**src/rtl/core/ebgs_pkg.sv**
```systemverilog
// ----------------------------------------------------------------------------
// ebgs_pkg
// Shared widths and latencies for the boundary ghost-state pipeline.
// ----------------------------------------------------------------------------
package ebgs_pkg;

    localparam int FRAC_BITS  = 16;

    // restoring divider: 65-bit numerator, 32-bit divisor, 62 quotient bits
    localparam int DIV_NW     = 65;
    localparam int DIV_DW     = 32;
    localparam int DIV_QBITS  = 62;
    localparam int DIV_LAT    = DIV_QBITS + 1;

    // square root: 64-bit radicand, 32-bit root
    localparam int SQ_XW      = 64;
    localparam int SQ_RW      = SQ_XW / 2;
    localparam int SQ_LAT     = SQ_RW + 1;

endpackage

```
**src/rtl/core/ebgs_sqrt.sv**
```systemverilog
// ----------------------------------------------------------------------------
// ebgs_sqrt
// Pipelined integer square root (floor), one root bit per stage.
// ----------------------------------------------------------------------------
module ebgs_sqrt (
    input  logic                         i_clk,
    input  logic                         i_en,
    input  logic [ebgs_pkg::SQ_XW-1:0]   i_x,
    output logic [ebgs_pkg::SQ_RW-1:0]   o_root
);
    localparam int XW = ebgs_pkg::SQ_XW;
    localparam int RW = ebgs_pkg::SQ_RW;

    logic [XW-1:0] r_x    [0:RW];
    logic [RW:0]   r_rem  [0:RW];
    logic [RW-1:0] r_root [0:RW];

    always_ff @(posedge i_clk) begin
        if (i_en) begin
            r_x[0]    <= i_x;
            r_rem[0]  <= '0;
            r_root[0] <= '0;
        end
    end

    genvar k;
    generate
        for (k = 1; k <= RW; k++) begin : g_stage
            logic [RW+2:0] w_sh;
            logic [RW+2:0] w_trial;
            logic          w_ge;
            // bring down the next pair of radicand bits
            assign w_sh    = {r_rem[k-1], r_x[k-1][2*(RW-k)+1 -: 2]};
            assign w_trial = {1'b0, r_root[k-1], 2'b01};
            assign w_ge    = w_sh >= w_trial;
            always_ff @(posedge i_clk) begin
                if (i_en) begin
                    r_x[k]    <= r_x[k-1];
                    r_rem[k]  <= w_ge ? (RW+1)'(w_sh - w_trial) : w_sh[RW:0];
                    r_root[k] <= {r_root[k-1][RW-2:0], w_ge};
                end
            end
        end
    endgenerate

    assign o_root = r_root[RW];

endmodule
```
**config.mk**
```make
export PLATFORM = sky130hd
export DESIGN_NAME = ebgs_sqrt
export DESIGN_NICKNAME = d
export VERILOG_FILES = /design/src/rtl/core/ebgs_pkg.sv /design/src/rtl/core/ebgs_sqrt.sv
export SDC_FILE = /design/constraint.sdc
export NUM_CORES = 2
export LEC_CHECK = 0
export BUFFER_PORTS_ARGS = -buffer_cell sky130_fd_sc_hd__buf_2
export CAP_MARGIN = 20
export CORE_MARGIN = 3
export CORE_UTILIZATION = 40
export CTS_CLUSTER_DIAMETER = 80
export DETAILED_ROUTE_END_ITERATION = 7
export PLACE_DENSITY_LB_ADDON = 0.25
export SLEW_MARGIN = 20
export SYNTH_ARGS = -nofsm -noshare
export SYNTH_HDL_FRONTEND = slang
export SYNTH_MEMORY_MAX_BITS = 65536
export SYNTH_SLANG_ARGS = --single-unit
```
**constraint.sdc**
```tcl
create_clock -name i_clk -period 4.55 [get_ports i_clk]
set_clock_uncertainty 0.1 [all_clocks]
set_input_delay 0 -clock i_clk [delete_from_list [all_inputs] [get_ports i_clk]]
set_output_delay 0 -clock i_clk [all_outputs]
set_load 0.1 [all_outputs]
```
## Yosys cells after proc, flatten, opt, wreduce, memory -nomap -nowiden

Memory sizes are Yosys's and may differ from the RTL's.
Index checks and enable logic that the tools add are counted.

| word-level totals | value |
|---|---|
| memory bits (writable) | 4257 |
| flip-flop bits (word level) | 0 |
| input port bits | 66 |
| memories | 3 |
| logic and storage cells | 101 |
| output and inout port bits | 32 |

Memory list:

| memory | depth | width | read ports | clocked after memory_dff | write ports | line | RTL |
|---|---|---|---|---|---|---|---|
| r_x | 33 | 64 | 32 | 0 | 33 | ebgs_sqrt.sv:14 | `logic [XW-1:0] r_x [0:RW];` |
| r_rem | 33 | 33 | 32 | 0 | 33 | ebgs_sqrt.sv:15 | `logic [RW:0] r_rem [0:RW];` |
| r_root | 33 | 32 | 33 | 0 | 33 | ebgs_sqrt.sv:16 | `logic [RW-1:0] r_root [0:RW];` |

| operators by class | value |
|---|---|
| add/subtract/negate cells | 32 |
| muxes and demuxes | 34 |
| magnitude comparators | 32 |

Operators with widths:

| cell | count |
|---|---|
| 35-bit by 34-bit greater-or-equal comparator with 1-bit output | 32 |
| 33-bit 2-to-1 mux | 32 |
| 33-bit subtractor | 32 |
| 1-bit 2-to-1 mux | 2 |

## Depth between registers and ports, before layout

An unclocked memory read counts as a cell.

| depth | value |
|---|---|
| word-level depth | 3 |
| mapped depth | 15 |
| depth with buffers taken out | 13 |

## Worst setup path after synthesis

Ideal clock, no wire load.

| timing path | value |
|---|---|
| path type | flip-flop to flip-flop |
| from | memory r_rem[0][396] in the netlist's numbering |
| to | memory r_rem[0][451] in the netlist's numbering, data pin |
| path buffers | 0 |
| stages on the path, launching flop included | 12 |
| clock period less this slack | 3.681 ns |
| arrival time | 3.324 ns |
| path slack | 0.869 ns |
| setup time | 0.258 ns |
| cells stage by stage | edfxtp_1 ha_1 nor2b_1 o21ai_0 a21boi_0 o21ai_0 a21boi_0 o2111ai_1 nand3_1 o41ai_1 or4b_2 xnor2_1 |

RTL lines:

| item | line |
|---|---|
| start, declared | ebgs_sqrt.sv:15 |

==> impl_results.md <==
- Clk Latency, worst-skew pair: 0.85 ns
- Status: complete, no violations
- Flops & latches, synth: 2559
- Setup_tns: 0 ns
- Clock Tree Root: clkbuf_16
- Hold crit path type: input port to flip-flop
- Slowest stage delay, CP: 0.52 ns
- Part of the power in combinational logic: 19.8%
- Fraction of registers with async set/reset: 0%
- Synth area leader: edfxtp_1
- Setup Fix Bufs, Post-CTS: 0
- DRC errors left: 0
- CTS Hold Bufs: 129
- Final hold violation count: 0
- Compound-gate portion of the synthesized area: 9.55%
- Initial antenna violation count: 1
- IO Port Bufs: 97
- Most frequent cell after synthesis: edfxtp_1
- DR WL/cell: 17.6 µm
- Area contributors post-synth: edfxtp_1 65%, ha_1 6.0%, xnor2_1 3.1%
- Post-Synth XOR/XNOR Area: 6.03%
- Syn_nets: 9633
- Switching power: 0.0189 W
- Post-synth EDFFs: 2559
- Clk pwr share: 32.9%
- Post-Route WL: 239000 µm
- Slew margin rel.: 34.3%
- Fraction of synthesized cell area taken by the top area cell type: 65.3%
- Final WS setup: 0.361 ns
- Crit path DAT: 4.65 ns
- Total of fill cells in the finished design: 26103
- Chip width: 548 µm
- Final worst-path cycle share: 92.1%
- Rows: 198
- First drt pass iteration count: 8
- Fmax: 239 MHz
- Clock Path Buffers: 4
- Post-synthesis mux area share: 0.823%
- Num Clock Sinks: 2559
- Simple-gate share of the synthesized area: 9.51%
- Synth cell count leaders: 2559 x edfxtp_1, 698 x inv_1, 641 x nand2_1
- Reg power frac: 47.3%
- CP max FO: 53
- Worst Max-Slew Pin Slew: 0.960 ns
- Worst Setup Start Kind: flip-flop
- Final Slew Violations: 0
- Buf/Inv on CP: 2
- P_leak: 50.8 nW
- Final setup vio count: 0
- Adder-Cell Fraction of Synth Area: 5.97%
- Worst-path cell with the longest stage delay: a211oi_1
- Total track usage: 15.6%
- Unrepaired setup endpoints after global routing: no
- Htree depth: 5
- Iteration-0 DRC Markers: 5020
- Avg Inst Size Synth: 13.1 µm²
- Synth warn: 0
- Setup Crit Path Kind: flip-flop to flip-flop
- CORE AREA: 292000 µm²
- Via count: 70133
- Seq/Total Area, Yosys: 65.3%
- Top_reg_cell synth: edfxtp_1
- Most common cell on crit path: o21ai_0
- Dpl hpwl: 171000 µm
- Final ANT Viol Nets: 0
- PwrDens: 500 nW/µm²
- Largest net degree at the start of global routing: 129
- Die Area: 301000 µm²
- CTS tree: yes
- Overflow after GRT: 0
- Worst Path Required: 5.01 ns
- Critical path's top delay family: compound AO/OA/AOI/OAI gates
- Int Pwr: 0.0481 W
- Max Cap Viol: 0
- Min Tclk post-route: 4.19 ns
- Final design utilization: 45.9%
- Placed inst area: 124000 µm²
- Die height: 548 µm
- Post_cts resized: 0
- Dpl ws: 0.414 ns
- First-pass GRT wire length: 381000 µm
- Mapped Cells: 9006
- Largest family of logic cells by synthesized area: compound AO/OA/AOI/OAI gates
- Share of cells above drive strength 1: 7.94%
- Synth cell types: 83
- Net Sw Frac: 28.2%
- Starting Density: 40.3%
- Worst-path cell chain: ha_1, o21ai_0, a211oi_1, a221oi_1, buf_4, o31ai_1, a31oi_1, o21ai_0, a21oi_1, nor2b_4, buf_12, nor4_1, xor2_1
- Worst-path clk slew: 0.06 ns
- Num CTS Buffers: 286
- Vias in the first global route: 69778
- Via density: 5.17
- # IOs: 98
- Peak supply drop: 390 µV
- Routability-driven placement congestion ratio: 0.888
- Final Instance Area: 134000 µm²
- Layout Nets: 10081
- Setup crit end kind: flip-flop
- Synth Cell Area: 118000 µm²
- Area growth from synthesis to final layout: 13.9%
[registers in the layout, summed over array words and instances (netlist names)]
name / flops
r_x: 1056
r_rem: 975
r_root: 528
[layout by cell type (no fill, tap or decap), types with 57 or more instances in the layout]
master,synthesis,layout
dlygate4sd3_1,0,129
nand2b_1,107,107
nand2_1,641,641
edfxtp_1,2559,2559
nand3_1,155,155
a21o_1,227,227
clkbuf_16,0,293
mux2_2,70,70
xor2_1,398,398
buf_2,4,96
xnor2_1,412,412
a21oi_1,538,536
inv_1,698,698
and3_1,57,57
nor3_1,195,195
o21a_1,100,100
nor2_1,553,550
ha_1,561,561
nor4_1,111,111
or3_1,84,84
nand4_1,93,93
buf_4,0,74
nor2b_1,76,75
o21ai_0,517,517
[per-layer routing]
metal	track usage, %	share of wire, %	vias up
li1	-	-	34275
met1	20.9	45	33904
met2	26.1	48	1506
met3	2.11	4.1	446
met4	5.14	3.2	2
met5	0	0.12	-
[power groups by stage]
| stage | registers, W | clock network (W) | logic (W) |
|---|---|---|---|
| after floorplan | 0.0313 | 0 | 0.00957 |
| after global placement | 0.0322 | 0 | 0.0129 |
| after detailed placement | 0.0322 | 0 | 0.0131 |
| after CTS | 0.0318 | 0.0229 | 0.0133 |
| after global routing | 0.0320 | 0.0238 | 0.0149 |
| final | 0.0317 | 0.0221 | 0.0133 |
[layout make-up]
class	instances	area (µm²)	share of cell area, %
multi-input cells	5569	37600	28.1
well taps	3900	4880	3.64
clock buffers	349	7540	5.63
diodes	1	2.50	0.00187
clock inverters	160	1430	1.07
flip-flops and latches	2559	76800	57.3
inverters	702	2640	1.97
repair buffers	336	3070	2.29
[path summary, 6_finish.rpt]
path | start | to | slack (ns) | cells past startpoint
max reg2reg | r_rem[0][825] | r_rem[0][886] | 0.36 | 13
min reg2reg | r_x[0][285] | r_x[0][349] | 0.29 | 0
min | i_en | r_x[0][132] | 0.25 | 2
max | r_rem[0][825] | r_rem[0][886] | 0.36 | 13
[logic make-up after synthesis]
family / count (synthesis)
flip-flops: 2559
AND/OR/NAND/NOR: 2292
AO/OA/AOI/OAI: 1817
buffers and inverters: 878
XOR/XNOR: 810
adder cells (fa/ha/maj): 561
multiplexers: 88
other: 1
[per-stage QoR]
stage / power (W) / hold WS (ns) / std cells
after CTS: 0.0679 / 0.167 / 13575
after detailed placement: 0.0453 / 0.0781 / 12937
after floorplan: 0.0409 / -0.00113 / 9006
after global placement: 0.0451 / 0.0763 / 12937
after global routing: 0.0707 / 0.226 / 13576
final: 0.0670 / 0.247 / 13576
Power figures use the tool's default switching activity.
